--- src/rtl/core/dapqm_pkg.sv ---
`timescale 1ns / 1ps
// ----------------------------------------------------------------------------
// dapqm_pkg
// Shared constants and register codes of the two-axis PID quad mixer.
// ----------------------------------------------------------------------------
package dapqm_pkg;

	localparam int unsigned LONG_PRESS_MS = 2000;
	localparam int unsigned DEBOUNCE_MS   = 50;
	localparam int unsigned RETRY_LIMIT   = 3;
	localparam int unsigned PWM_LOW       = 1000;
	localparam int unsigned PWM_HIGH      = 2000;
	localparam int unsigned FRAC_BITS     = 20;
	localparam int unsigned MS_PER_S      = 1000;
	localparam int unsigned MS_PER_S_BITS = 10;

	typedef enum logic [2:0] {
		REG_TGT_PITCH = 3'd0,
		REG_TGT_ROLL  = 3'd1,
		REG_BASE_THR  = 3'd2,
		REG_THR_OVR   = 3'd3,
		REG_GAIN_P    = 3'd4,
		REG_GAIN_I    = 3'd5,
		REG_GAIN_D    = 3'd6
	} cfg_idx_t;

endpackage

--- src/rtl/core/dual_axis_pid_quad_mixer_unit.sv ---
`timescale 1ns / 1ps
// ----------------------------------------------------------------------------
// dual_axis_pid_quad_mixer_unit
// Two-axis attitude PID with an X-form quad mixer, bit-serial datapath.
// ----------------------------------------------------------------------------
// Each input transaction is one control tick; each tick yields exactly one
// output transaction with four motor pulses and the armed and fault flags.
// Both channels use valid/ready. Gains, setpoints and throttle are written
// through the APB-style port; the user must do so only while the block is
// idle, which the block itself does not enforce. Each good tick runs the
// shared bit-serial multiplier (one multiplier bit per cycle) and the shared
// restoring divider (one quotient bit per cycle, 64 bits) through seven
// operations per axis. A failed read or a faulted tick goes from S_DECODE
// straight to S_DONE. One tick is processed at a time; the result sits in an
// output register, so a new tick is taken while the previous result still waits.
// When the receiver stalls, a finished tick waits until the output register
// frees up. Reset disarms, clears the fault, the retry count, the timestamp,
// the integrators and last errors, and loads the default configuration.
// ----------------------------------------------------------------------------
module dual_axis_pid_quad_mixer_unit
	import dapqm_pkg::*;
(
	input  logic               clk,
	input  logic               arst_n,
	input  logic               psel,
	input  logic               penable,
	input  logic               pwrite,
	input  logic [4:0]         paddr,
	input  logic [31:0]        pwdata,
	output logic [31:0]        prdata,
	output logic               pready,
	input  logic               in_valid,
	output logic               in_ready,
	input  logic               sample_ok,
	input  logic signed [15:0] pitch_angle,
	input  logic signed [15:0] roll_angle,
	input  logic [31:0]        time_ms,
	input  logic               button_release,
	input  logic [15:0]        press_ms,
	output logic               out_valid,
	input  logic               out_ready,
	output logic [10:0]        motor_front_a,
	output logic [10:0]        motor_front_b,
	output logic [10:0]        motor_rear_a,
	output logic [10:0]        motor_rear_b,
	output logic               armed_flag,
	output logic               fault_flag
);

	typedef enum logic [3:0] {
		S_IDLE, S_DECODE, S_EDT, S_INTEG, S_KP, S_KI, S_KIDIV,
		S_KD, S_K1000, S_KDDIV, S_MIX, S_DONE
	} state_t;

	localparam logic signed [63:0] MIX_LO = 64'(PWM_LOW) << FRAC_BITS;
	localparam logic signed [63:0] MIX_HI = 64'(PWM_HIGH) << FRAC_BITS;
	localparam logic signed [47:0] I_MAX  = {1'b0, {47{1'b1}}};
	localparam logic signed [47:0] I_MIN  = {1'b1, {47{1'b0}}};

	state_t state_q;

	logic signed [15:0] tgt_pitch_q, tgt_roll_q;
	logic [10:0]        base_thr_q;
	logic signed [11:0] thr_ovr_q;
	logic [15:0]        kp_q, ki_q, kd_q;

	logic               armed_q, faulted_q;
	logic [2:0]         retry_q;
	logic [31:0]        last_time_q;
	logic signed [47:0] integ_q [2];
	logic signed [16:0] last_err_q [2];

	logic               cap_ok_q, cap_rel_q;
	logic signed [15:0] cap_pitch_q, cap_roll_q;
	logic [31:0]        cap_time_q;
	logic [15:0]        cap_press_q;

	logic               axis_q;
	logic [31:0]        dt_q;
	logic signed [16:0] err_q [2];
	logic signed [47:0] acc_q;
	logic signed [17:0] diff_q;
	logic signed [63:0] sum_q;
	logic signed [63:0] pid_q [2];
	logic [10:0]        thr_q;
	logic [1:0]         mix_idx_q;
	logic [10:0]        motor_q [4];
	logic               flag_armed_q, flag_fault_q;

	logic signed [63:0] mcand_q, prod_q;
	logic [31:0]        mpl_q;
	logic [6:0]         cnt_q;
	logic [63:0]        num_q, quo_q;
	logic [31:0]        den_q, rem_q;
	logic               neg_q;

	logic               out_valid_q;
	logic [10:0]        out_motor_q [4];
	logic               out_armed_q, out_fault_q;

	logic               cfg_wr;
	logic               in_acc;
	logic               out_free;
	logic [31:0]        dt_raw, dt_w;
	logic signed [16:0] err_p_w, err_r_w;
	logic [10:0]        thr_w;
	logic               is_long, is_short, armed_n;
	logic [3:0]         retry_inc;
	logic               fault_n;
	logic signed [63:0] mul_add, mul_nx;
	logic [32:0]        rem_sh;
	logic               div_ge;
	logic [31:0]        rem_nx;
	logic [63:0]        quo_nx;
	logic signed [63:0] integ_sum;
	logic signed [47:0] integ_sat;
	logic signed [63:0] div_fin;
	logic [63:0]        prod_abs;
	logic signed [63:0] mix_val, mix_clamp;

	assign pready   = 1'b1;
	assign cfg_wr   = psel && penable && pwrite && pready;
	assign in_ready = (state_q == S_IDLE);
	assign in_acc   = in_valid && in_ready;
	assign out_free = !out_valid_q || out_ready;

	always_comb begin
		unique case (cfg_idx_t'(paddr[4:2]))
			REG_TGT_PITCH: prdata = {16'd0, tgt_pitch_q};
			REG_TGT_ROLL:  prdata = {16'd0, tgt_roll_q};
			REG_BASE_THR:  prdata = {21'd0, base_thr_q};
			REG_THR_OVR:   prdata = {20'd0, thr_ovr_q};
			REG_GAIN_P:    prdata = {16'd0, kp_q};
			REG_GAIN_I:    prdata = {16'd0, ki_q};
			REG_GAIN_D:    prdata = {16'd0, kd_q};
			default:       prdata = 32'd0;
		endcase
	end

	always_comb begin
		dt_raw    = cap_time_q - last_time_q;
		dt_w      = (dt_raw == 32'd0) ? 32'd1 : dt_raw;
		err_p_w   = {tgt_pitch_q[15], tgt_pitch_q} - {cap_pitch_q[15], cap_pitch_q};
		err_r_w   = {tgt_roll_q[15], tgt_roll_q} - {cap_roll_q[15], cap_roll_q};
		thr_w     = thr_ovr_q[11] ? base_thr_q : thr_ovr_q[10:0];
		is_long   = cap_press_q >= 16'(LONG_PRESS_MS);
		is_short  = !is_long && (cap_press_q >= 16'(DEBOUNCE_MS));
		armed_n   = armed_q;
		if (cap_rel_q) begin
			if (is_long) begin
				armed_n = 1'b0;
			end else if (is_short) begin
				armed_n = !armed_q;
			end
		end
		retry_inc = {1'b0, retry_q} + 4'd1;
		fault_n   = retry_inc > 4'(RETRY_LIMIT);

		mul_add   = mpl_q[31] ? mcand_q : 64'sd0;
		mul_nx    = {prod_q[62:0], 1'b0} + mul_add;

		rem_sh    = {rem_q, num_q[63]};
		div_ge    = rem_sh >= {1'b0, den_q};
		rem_nx    = div_ge ? 32'(rem_sh - {1'b0, den_q}) : rem_sh[31:0];
		quo_nx    = {quo_q[62:0], div_ge};
		div_fin   = neg_q ? sum_q - $signed(quo_q) : sum_q + $signed(quo_q);
		prod_abs  = prod_q[63] ? 64'(-prod_q) : 64'(prod_q);

		integ_sum = {{16{integ_q[axis_q][47]}}, integ_q[axis_q]} + prod_q;
		if (integ_sum[63:47] == {17{integ_sum[63]}}) begin
			integ_sat = integ_sum[47:0];
		end else begin
			integ_sat = integ_sum[63] ? I_MIN : I_MAX;
		end

		mix_val   = $signed({33'd0, thr_q, 20'd0})
			+ (mix_idx_q[1] ? -pid_q[0] : pid_q[0])
			+ (mix_idx_q[0] ? -pid_q[1] : pid_q[1]);
		if (mix_val < MIX_LO) begin
			mix_clamp = MIX_LO;
		end else if (mix_val > MIX_HI) begin
			mix_clamp = MIX_HI;
		end else begin
			mix_clamp = mix_val;
		end
	end

	always_ff @(posedge clk or negedge arst_n) begin
		if (!arst_n) begin
			state_q      <= S_IDLE;
			tgt_pitch_q  <= '0;
			tgt_roll_q   <= '0;
			base_thr_q   <= 11'd1200;
			thr_ovr_q    <= -12'sd1;
			kp_q         <= 16'd2867;
			ki_q         <= 16'd82;
			kd_q         <= 16'd41;
			armed_q      <= 1'b0;
			faulted_q    <= 1'b0;
			retry_q      <= '0;
			last_time_q  <= '0;
			integ_q[0]   <= '0;
			integ_q[1]   <= '0;
			last_err_q[0] <= '0;
			last_err_q[1] <= '0;
			cap_ok_q     <= 1'b0;
			cap_rel_q    <= 1'b0;
			cap_pitch_q  <= '0;
			cap_roll_q   <= '0;
			cap_time_q   <= '0;
			cap_press_q  <= '0;
			axis_q       <= 1'b0;
			dt_q         <= '0;
			err_q[0]     <= '0;
			err_q[1]     <= '0;
			acc_q        <= '0;
			diff_q       <= '0;
			sum_q        <= '0;
			pid_q[0]     <= '0;
			pid_q[1]     <= '0;
			thr_q        <= '0;
			mix_idx_q    <= '0;
			for (int i = 0; i < 4; i++) begin
				motor_q[i]     <= '0;
				out_motor_q[i] <= '0;
			end
			flag_armed_q <= 1'b0;
			flag_fault_q <= 1'b0;
			mcand_q      <= '0;
			prod_q       <= '0;
			mpl_q        <= '0;
			cnt_q        <= '0;
			num_q        <= '0;
			quo_q        <= '0;
			den_q        <= '0;
			rem_q        <= '0;
			neg_q        <= 1'b0;
			out_valid_q  <= 1'b0;
			out_armed_q  <= 1'b0;
			out_fault_q  <= 1'b0;
		end else begin
			if (cfg_wr) begin
				unique case (cfg_idx_t'(paddr[4:2]))
					REG_TGT_PITCH: tgt_pitch_q <= pwdata[15:0];
					REG_TGT_ROLL:  tgt_roll_q  <= pwdata[15:0];
					REG_BASE_THR:  base_thr_q  <= pwdata[10:0];
					REG_THR_OVR:   thr_ovr_q   <= pwdata[11:0];
					REG_GAIN_P:    kp_q        <= pwdata[15:0];
					REG_GAIN_I:    ki_q        <= pwdata[15:0];
					REG_GAIN_D:    kd_q        <= pwdata[15:0];
					default: ;
				endcase
			end

			if (out_valid_q && out_ready && state_q != S_DONE) begin
				out_valid_q <= 1'b0;
			end

			unique case (state_q)
				S_IDLE: begin
					if (in_acc) begin
						cap_ok_q    <= sample_ok;
						cap_rel_q   <= button_release;
						cap_pitch_q <= pitch_angle;
						cap_roll_q  <= roll_angle;
						cap_time_q  <= time_ms;
						cap_press_q <= press_ms;
						state_q     <= S_DECODE;
					end
				end
				S_DECODE: begin
					for (int i = 0; i < 4; i++) begin
						motor_q[i] <= '0;
					end
					if (faulted_q) begin
						flag_armed_q <= 1'b0;
						flag_fault_q <= 1'b1;
						state_q      <= S_DONE;
					end else begin
						armed_q <= armed_n;
						if (cap_rel_q && is_long) begin
							integ_q[0]    <= '0;
							integ_q[1]    <= '0;
							last_err_q[0] <= '0;
							last_err_q[1] <= '0;
						end
						if (!cap_ok_q) begin
							faulted_q    <= fault_n;
							retry_q      <= retry_inc[3] ? 3'd7 : retry_inc[2:0];
							flag_armed_q <= armed_n && !fault_n;
							flag_fault_q <= fault_n;
							state_q      <= S_DONE;
						end else begin
							retry_q      <= '0;
							last_time_q  <= cap_time_q;
							dt_q         <= dt_w;
							err_q[0]     <= err_p_w;
							err_q[1]     <= err_r_w;
							thr_q        <= thr_w;
							flag_armed_q <= armed_n;
							flag_fault_q <= 1'b0;
							axis_q       <= 1'b0;
							mcand_q      <= 64'(err_p_w);
							mpl_q        <= dt_w;
							prod_q       <= '0;
							cnt_q        <= 7'd32;
							state_q      <= S_EDT;
						end
					end
				end
				S_EDT, S_KP, S_KI, S_KD, S_K1000: begin
					if (cnt_q != 7'd0) begin
						prod_q <= mul_nx;
						mpl_q  <= {mpl_q[30:0], 1'b0};
						cnt_q  <= cnt_q - 7'd1;
					end else begin
						unique case (state_q)
							S_EDT: begin
								state_q <= S_INTEG;
							end
							S_KP: begin
								sum_q   <= prod_q;
								mcand_q <= 64'(acc_q);
								mpl_q   <= {ki_q, 16'd0};
								prod_q  <= '0;
								cnt_q   <= 7'd16;
								state_q <= S_KI;
							end
							S_KI: begin
								neg_q   <= prod_q[63];
								num_q   <= prod_abs;
								den_q   <= 32'(MS_PER_S);
								rem_q   <= '0;
								quo_q   <= '0;
								cnt_q   <= 7'd64;
								state_q <= S_KIDIV;
							end
							S_KD: begin
								mcand_q <= prod_q;
								mpl_q   <= {MS_PER_S_BITS'(MS_PER_S),
									(32 - MS_PER_S_BITS)'(0)};
								prod_q  <= '0;
								cnt_q   <= 7'(MS_PER_S_BITS);
								state_q <= S_K1000;
							end
							default: begin
								neg_q   <= prod_q[63];
								num_q   <= prod_abs;
								den_q   <= dt_q;
								rem_q   <= '0;
								quo_q   <= '0;
								cnt_q   <= 7'd64;
								state_q <= S_KDDIV;
							end
						endcase
					end
				end
				S_INTEG: begin
					integ_q[axis_q]    <= integ_sat;
					acc_q              <= integ_sat;
					diff_q             <= {err_q[axis_q][16], err_q[axis_q]}
						- {last_err_q[axis_q][16], last_err_q[axis_q]};
					last_err_q[axis_q] <= err_q[axis_q];
					mcand_q            <= 64'(err_q[axis_q]);
					mpl_q              <= {kp_q, 16'd0};
					prod_q             <= '0;
					cnt_q              <= 7'd16;
					state_q            <= S_KP;
				end
				S_KIDIV, S_KDDIV: begin
					if (cnt_q != 7'd0) begin
						num_q <= {num_q[62:0], 1'b0};
						rem_q <= rem_nx;
						quo_q <= quo_nx;
						cnt_q <= cnt_q - 7'd1;
					end else if (state_q == S_KIDIV) begin
						sum_q   <= div_fin;
						mcand_q <= 64'(diff_q);
						mpl_q   <= {kd_q, 16'd0};
						prod_q  <= '0;
						cnt_q   <= 7'd16;
						state_q <= S_KD;
					end else begin
						pid_q[axis_q] <= div_fin;
						if (!axis_q) begin
							axis_q  <= 1'b1;
							mcand_q <= 64'(err_q[1]);
							mpl_q   <= dt_q;
							prod_q  <= '0;
							cnt_q   <= 7'd32;
							state_q <= S_EDT;
						end else begin
							mix_idx_q <= '0;
							state_q   <= S_MIX;
						end
					end
				end
				S_MIX: begin
					motor_q[mix_idx_q] <= armed_q ? mix_clamp[FRAC_BITS +: 11] : 11'd0;
					mix_idx_q          <= mix_idx_q + 2'd1;
					if (mix_idx_q == 2'd3) begin
						state_q <= S_DONE;
					end
				end
				S_DONE: begin
					if (out_free) begin
						for (int i = 0; i < 4; i++) begin
							out_motor_q[i] <= motor_q[i];
						end
						out_armed_q <= flag_armed_q;
						out_fault_q <= flag_fault_q;
						out_valid_q <= 1'b1;
						state_q     <= S_IDLE;
					end
				end
				default: state_q <= S_IDLE;
			endcase
		end
	end

	assign out_valid     = out_valid_q;
	assign motor_front_a = out_motor_q[0];
	assign motor_front_b = out_motor_q[1];
	assign motor_rear_a  = out_motor_q[2];
	assign motor_rear_b  = out_motor_q[3];
	assign armed_flag    = out_armed_q;
	assign fault_flag    = out_fault_q;

	a_fault_sticky: assert property (@(posedge clk) disable iff (!arst_n)
		faulted_q |=> faulted_q)
		else $error("Fault latch cleared without reset.");

	a_fault_quiet: assert property (@(posedge clk) disable iff (!arst_n)
		out_valid && fault_flag |-> !armed_flag && motor_front_a == 11'd0
			&& motor_rear_b == 11'd0)
		else $error("Faulted transaction drives motors or shows armed.");

	a_disarmed_quiet: assert property (@(posedge clk) disable iff (!arst_n)
		out_valid && !armed_flag |-> motor_front_a == 11'd0 && motor_front_b == 11'd0
			&& motor_rear_a == 11'd0 && motor_rear_b == 11'd0)
		else $error("Disarmed transaction drives motors.");

	a_motor_range: assert property (@(posedge clk) disable iff (!arst_n)
		out_valid && armed_flag && motor_front_a != 11'd0 |->
			motor_front_a >= 11'(PWM_LOW) && motor_front_a <= 11'(PWM_HIGH))
		else $error("Motor pulse outside the clamp range.");

	a_one_result: assert property (@(posedge clk) disable iff (!arst_n)
		state_q == S_DONE && out_free |=> out_valid_q && state_q == S_IDLE)
		else $error("Finished tick not moved to the output register.");

endmodule
--- config.mk ---
export PLATFORM = sky130hd
export DESIGN_NAME = dual_axis_pid_quad_mixer_unit
export DESIGN_NICKNAME = d
export VERILOG_FILES = /design/src/rtl/core/dapqm_pkg.sv /design/src/rtl/core/dual_axis_pid_quad_mixer_unit.sv
export SDC_FILE = /design/constraint.sdc
export NUM_CORES = 2
export LEC_CHECK = 0
export BUFFER_PORTS_ARGS = -buffer_cell sky130_fd_sc_hd__buf_2
export CAP_MARGIN = 30
export CELL_PAD_IN_SITES_DETAIL_PLACEMENT = 2
export CELL_PAD_IN_SITES_GLOBAL_PLACEMENT = 2
export CORE_ASPECT_RATIO = 0.6
export CORE_MARGIN = 3
export CORE_UTILIZATION = 44
export DETAILED_ROUTE_END_ITERATION = 8
export PLACE_DENSITY = 0.9
export SLEW_MARGIN = 20
export SYNTH_ARGS = -nofsm -noshare
export SYNTH_HDL_FRONTEND = slang
export SYNTH_SLANG_ARGS = --single-unit
--- constraint.sdc ---
create_clock -name clk -period 19.73 [get_ports clk]
set_input_delay 3.946 -clock clk [delete_from_list [all_inputs] [get_ports clk]]
set_output_delay 3.946 -clock clk [all_outputs]
set_load 0.02 [all_outputs]
# Yosys cells after proc, flatten, opt, wreduce, memory -nomap -nowiden
# Index checks and enable logic that the tools add are counted.
[totals]
word_cells = 303
in_bits = 126
reg_bits = 1146
latchBits = 0
output_inout_bits = 81
ramBits = 0
romBits = 0
n_memories = 0
[classes]
addsub = 17
muxes = 124
order_cmp = 10
reduce_logical = 52
multipliers = 0
n_eq_ne = 40
n_bitwise = 6
shifts = 0
div = 0
[ops]
columns = ["op", "n"]
rows = [
  ["two-way mux 64 bit", 29],
  ["case mux 64 bit (2 select lines)", 4],
  ["case mux 64 bit (4 select lines)", 2],
  ["two-way mux 32 bit", 11],
  ["two-way mux 48 bit", 6],
  ["adder 64 bit", 4],
  ["two-way mux 96 bit", 2],
  ["negator 64 bit", 3],
  ["case mux 32 bit (2 select lines)", 3],
  ["case mux 96 bit (2 select lines)", 1],
  ["bitwise mux 128 bit", 1],
  ["case mux 32 bit (4 select lines)", 1],
  ["two-way mux 17 bit", 7],
  ["case mux 16 bit (7 select lines)", 1],
  ["bitwise mux 96 bit", 1],
  ["case mux 44 bit (2 select lines)", 1],
  ["two-way mux 34 bit", 2],
  ["case mux 34 bit (2 select lines)", 1],
  ["adder 32 x 64 -> 64 bit", 1],
  ["demux 64 bit (select 1 bit)", 1],
  ["greater-than comparator 64 x 32 -> 1 bit (second input constant)", 1],
  ["less-than comparator 64 x 31 -> 1 bit (second input constant)", 1],
  ["subtractor 32 bit", 2],
  ["subtractor 64 bit", 1],
  ["65 further kinds", 162],
]

# Longest topological paths before layout
[depth]
word_depth = 10
depth_mapped = 32
depth_no_buf = 29

# Worst setup path after synthesis
# OpenSTA, ideal clock, no wires.
[synth_timing]
path_kind = "in2out"
startpoint = "input paddr[2]"
endpoint = "output prdata[12]"
stages = 7
t_required_ns = 15.784
setup_slack_ns = 10.089
arrival_ns = 5.695
cell_sequence = "clkbuf_1 clkbuf_1 buf_1 mux2i_1 nor2_1 a21oi_1 o21ai_0"
[synth_between]
elab_chain_cells = 2
elab_cells_between_ends = 8
classes_between = "eq/ne (6); mux (1); reduce/logical (1)"
[synth_rtl]
columns = ["item", "line_no", "rtl"]
rows = [
  ["start: declaration", "dual_axis_pid_quad_mixer_unit.sv:28", "input logic [4:0] paddr,"],
  ["equality test 3 bit, or another cell as far along", "dual_axis_pid_quad_mixer_unit.sv:128", "unique case (cfg_idx_t'(paddr[4:2]))"],
  ["case mux 16 bit (7 select lines) (*)", "dual_axis_pid_quad_mixer_unit.sv:128", ""],
  ["end: declaration", "dual_axis_pid_quad_mixer_unit.sv:30", "output logic [31:0] prdata,"],
]
# Every way passes the cells marked *; elsewhere a longest branch is shown, timed or not.

# Worst setup path in the final report
[layout_timing]
startpoint = "register pid_q[65] (netlist bit)"
endpoint = "register motor_q[17] (netlist bit)"
[layout_between]
elab_chain_cells = 10
elab_cells_between_ends = 11
classes_between = "add/sub (3); order compare (2); mux (6)"
[layout_rtl]
columns = ["item", "line_no", "rtl"]
rows = [
  ["start: declaration", "dual_axis_pid_quad_mixer_unit.sv:84", "logic signed [63:0] pid_q [2];"],
  ["start signal: indexed assignment", "dual_axis_pid_quad_mixer_unit.sv:384", "pid_q[axis_q] <= div_fin;"],
  ["negator 64 bit", "dual_axis_pid_quad_mixer_unit.sv:177", "+ (mix_idx_q[1] ? -pid_q[0] : pid_q[0])"],
  ["two-way mux 64 bit (*)", "dual_axis_pid_quad_mixer_unit.sv:177", ""],
  ["adder 32 x 64 -> 64 bit (*)", "dual_axis_pid_quad_mixer_unit.sv:177", ""],
  ["adder 64 bit (*)", "dual_axis_pid_quad_mixer_unit.sv:178", "+ (mix_idx_q[0] ? -pid_q[1] : pid_q[1]);"],
  ["greater-than comparator 64 x 32 -> 1 bit", "dual_axis_pid_quad_mixer_unit.sv:181", "end else if (mix_val > MIX_HI) begin"],
  ["two-way mux 31 bit", "dual_axis_pid_quad_mixer_unit.sv:181", ""],
  ["two-way mux 31 bit (*)", "dual_axis_pid_quad_mixer_unit.sv:179", "if (mix_val < MIX_LO) begin"],
  ["two-way mux 11 bit (*)", "dual_axis_pid_quad_mixer_unit.sv:399", "motor_q[mix_idx_q] <= armed_q ? mix_clamp[FRAC_BITS +: 11] : 11'd0;"],
  ["bitwise mux 44 bit (*)", "dual_axis_pid_quad_mixer_unit.sv:399", ""],
  ["case mux 44 bit (2 select lines) (*)", "dual_axis_pid_quad_mixer_unit.sv:259", "unique case (state_q)"],
  ["end signal: indexed assignment", "dual_axis_pid_quad_mixer_unit.sv:399", ""],
  ["end: declaration", "dual_axis_pid_quad_mixer_unit.sv:87", "logic [10:0] motor_q [4];"],
]
# Marked as above.
# A chain may end at the register's enable or synchronous reset.

==> flow_summary.ini <==
[logic_synthesis]
synth-edff-count = 0
synth.distinct_cells = 91
synth-seq-cells = 1145
synth_top_area_share_pct = 37.85
muxShareOfSynthArea_pct = 6.753
ys_warn_count = 0
synth_top_family_by_area = compound AO/OA/AOI/OAI gates
netlist_instances = 8265
synth-seq-area-share_pct = 38.88
avgSynthCellArea_sq_um = 8.927
synth_simple_gate_area_share_pct = 15.04
netlist_area_sq_um = 73780
synthAdderAreaFrac_pct = 7.733
synth_ff_type = dfrtp_1
synthXorXnorAreaFrac_pct = 6.310
yosys-top-cells-area = dfrtp_1 (38%), ha_1 (7.2%), nand2_1 (6.1%)
synth_compound_gate_area_share_pct = 21.27
yosysTopAreaCell = dfrtp_1
ys_async_sr_fraction_pct = 100.0

[sta]
fin_skew_ns = 0.07632
worstMarginPinSlew_ns = 3.112
timing.final.crit_share_pct = 58.36
final.setup.tns_ns = 0
setup_ws_ns = 8.216
setup_viol = 0
hold_viol = 0
post-route-min-period_ns = 11.51
rsz0062_at_grt = no
max-slew-margin-rel_pct = -109.7
report.final.slew_viol_count = 4
fmax_ghz = 0.08685

[critical_path]
path_max_fanout = 9
crit_top_cell = o21ai_0
setup.worst_path.start_class = register
cp-end-kind = register
cp_slowest_cell = xor2_1
timing.rr.end = motor_q[17]
worstPathArrival_ns = 12.19
r2r_slack_ns = 8.22
r2r_cells = 25
path_class = register to register
slowest_delay_ns = 0.89
path_delay_family = simple AND/OR/NAND/NOR gates
cp-startpoint = pid_q[65]
crit_required_ns = 20.41
path_buf_inv = 1
r2r_start = pid_q[65]

[worst_hold_path]
hp-class = register to register
hp-start = num_q[56]
whs_endpoint = num_q[56]
whs_path_depth = 2

[route]
vias_per_cell = 7.675
ant_nets = 0
vias = 81137
first_iter_violations = 12748
drc_errors = 50
wirelength_mm = 448.2
wl_per_cell_um = 42.40
dr.pass1.iters = 9

[cts]
cts_setup_buffers = 0
clock_tree.root_cell = clkbuf_16
ctsHoldBuffers = 0
clkTransAtPathRegs_ns = 0.07
cts_max_path_buffers = 3
cts.sinks = 1145
cts_tree = built
cts_buffers = 117
cts_resized = 0
clk_latency_ns = 0.90
htreeDepth = 3

[grt]
grt_first_pass_wirelength_mm = 591.2
antenna_found_initial = 56
grt-ovfl-total = 0
grt_use_total_pct = 45.32
grt_pass1_vias = 83097
grt_max_degree = 144

[floorplan]
core_sq_um = 165200
rows = 115
die_height_um = 323.2
die_area_sq_um = 172800
start_util_pct = 44.67
pin_count = 207
die_x_um = 534.7

[place]
post-place-ws_ns = 9.385
place_congestion = 0.9304
portBuffers = 170
detailed_place_hpwl_mm = 244.0

[power]
finalPower_mw = 5.427
p_leak_nw = 38.65
ir_drop_mv = 0.08209
p_per_area_nw_per_um2 = 66.92

[outcome]
outcome = complete, but fails checks
violations = design-rule violations, max-capacitance violations, max-slew violations

[job]
max_cap_violations = 2

[cells_and_area]
finalNetCount = 8795
area_growth_pct = 9.910
fin_util_pct = 49.09
fillers = 17116
drive_gt1_share_pct = 11.76
[cell type report]
class,instances,area (sq um),share of cell area [%]
Antenna cell,26,65.06,0.08023
Multi-Input combinational cell,6371,42470,52.38
Clock inverter,45,456.7,0.5631
Clock buffer,171,3402,4.195
Inverter,287,1077,1.328
Timing Repair Buffer,303,2140,2.638
Sequential cell,1145,28700,35.39
Tap cell,2223,2781,3.430
[through the flow]
step / hold WS, ns / std cells / instance area (sq um)
2_1_floorplan: 0.4429 / 8280 / 73840
5_1_grt: 0.5215 / 10548 / 81040
4_1_cts: 0.4903 / 10515 / 80590
6_report: 0.4887 / 10571 / 81100
3_3_place_gp: 0.4588 / 10293 / 76640
3_5_place_dp: 0.4711 / 10299 / 76730
[registers in the layout, summed over array words and instances, names as in the netlist, 34 cells and up]
register    count
prod_q         64
pid_q         128
num_q          64
integ_q        96
quo_q          64
acc_q          48
last_err_q     34
sum_q          64
err_q          34
mcand_q        64
motor_q        44
[synthesized netlist by cell type (14+ instances only)]
cell,number
o31ai_1,104
nand4_1,64
a21boi_0,19
fa_1,20
nand2b_1,64
xnor2_1,330
o21bai_1,67
a21oi_1,612
dfrtp_1,1116
buf_4,17
nand2_1,1194
a21o_1,205
nor3_1,112
or3_1,67
or2_2,24
o31a_1,16
xor2_1,199
o41ai_1,26
o22a_1,50
ha_1,424
a221oi_1,25
a22oi_1,17
o22ai_1,14
a32o_1,15
a221o_1,109
buf_1,41
a222oi_1,20
o21ai_0,751
and2_1,95
a31oi_1,92
or4_1,37
inv_1,287
dfstp_2,29
a211oi_1,33
o211ai_1,28
o21a_1,50
and3_1,46
nor2b_1,57
mux2i_1,77
nor4_1,39
nor2_1,539
clkbuf_1,404
a22o_1,96
mux2_2,364
nand3_1,88
[worst max path at each step]
stage / end / slack, ns / cells past startpoint
after floorplan: prdata[12] / 10.09 / 7
after global placement: prdata[0] / 9.46 / 7
after detailed placement: prdata[0] / 9.38 / 7
after CTS: prdata[0] / 9.27 / 7
after global routing: motor_q[17] / 8.46 / 25
final: motor_q[17] / 8.22 / 25
[where the power goes]
group	leakage (nW)	total [mW]	internal [mW]	switching, mW
Clock	1.89	2.58	1.27	1.31
Sequential	15.8	2.46	2.40	0.0605
Combinational	21.0	0.394	0.120	0.274
Total	38.6	5.43	3.79	1.64
[per-layer routing]
metal  part of all wire, %  routed length, um  global-route usage [%]  up-vias
li1                      -                  -                       -    29404
met1                    35             156700                   55.79    40269
met2                    42             186300                   69.55     7969
met3                    14              62280                   15.23     3435
met4                   9.4              42200                   26.08       60
met5                  0.17                749                  0.6445        -
[cell families after synthesis]
| family | Yosys count |
|---|---|
| adder cells (fa/ha/maj) | 444 |
| AO/OA/AOI/OAI | 2455 |
| AND/OR/NAND/NOR | 2479 |
| other | 2 |
| buffers and inverters | 764 |
| XOR/XNOR | 530 |
| multiplexers | 446 |
| flip-flops | 1145 |
[layout by cell type, fill, tap and decap left out, types with 50 or more instances in the layout]
master	count
buf_2	171
buf_4	99
dfrtp_1	1110
nor3_1	107
a221o_1	108
o21ai_0	750
mux2i_1	77
clkbuf_16	118
nand4_1	64
a21oi_1	611
a21o_1	205
nand2b_1	64
o21bai_1	67
a31oi_1	92
xnor2_1	329
xor2_1	198
nor2_1	526
inv_1	287
nand2_1	1190
mux2_2	364
nor2b_1	53
or3_1	67
a22o_1	96
and2_1	95
o22a_1	50
nand3_1	86
ha_1	424
o21a_1	50
o31ai_1	104
[worst reg2reg max path, delay by kind of cell (launching register included)]
| family | cells | cell delay [ns] |
|---|---|---|
| adder cells (fa/ha/maj) | 2 | 1.04 |
| flip-flops | 1 | 0.51 |
| AO/OA/AOI/OAI | 11 | 4.07 |
| AND/OR/NAND/NOR | 9 | 4.32 |
| buffers and inverters | 1 | 0.29 |
| XOR/XNOR | 2 | 1.13 |
Power figures use the tool's default switching activity.
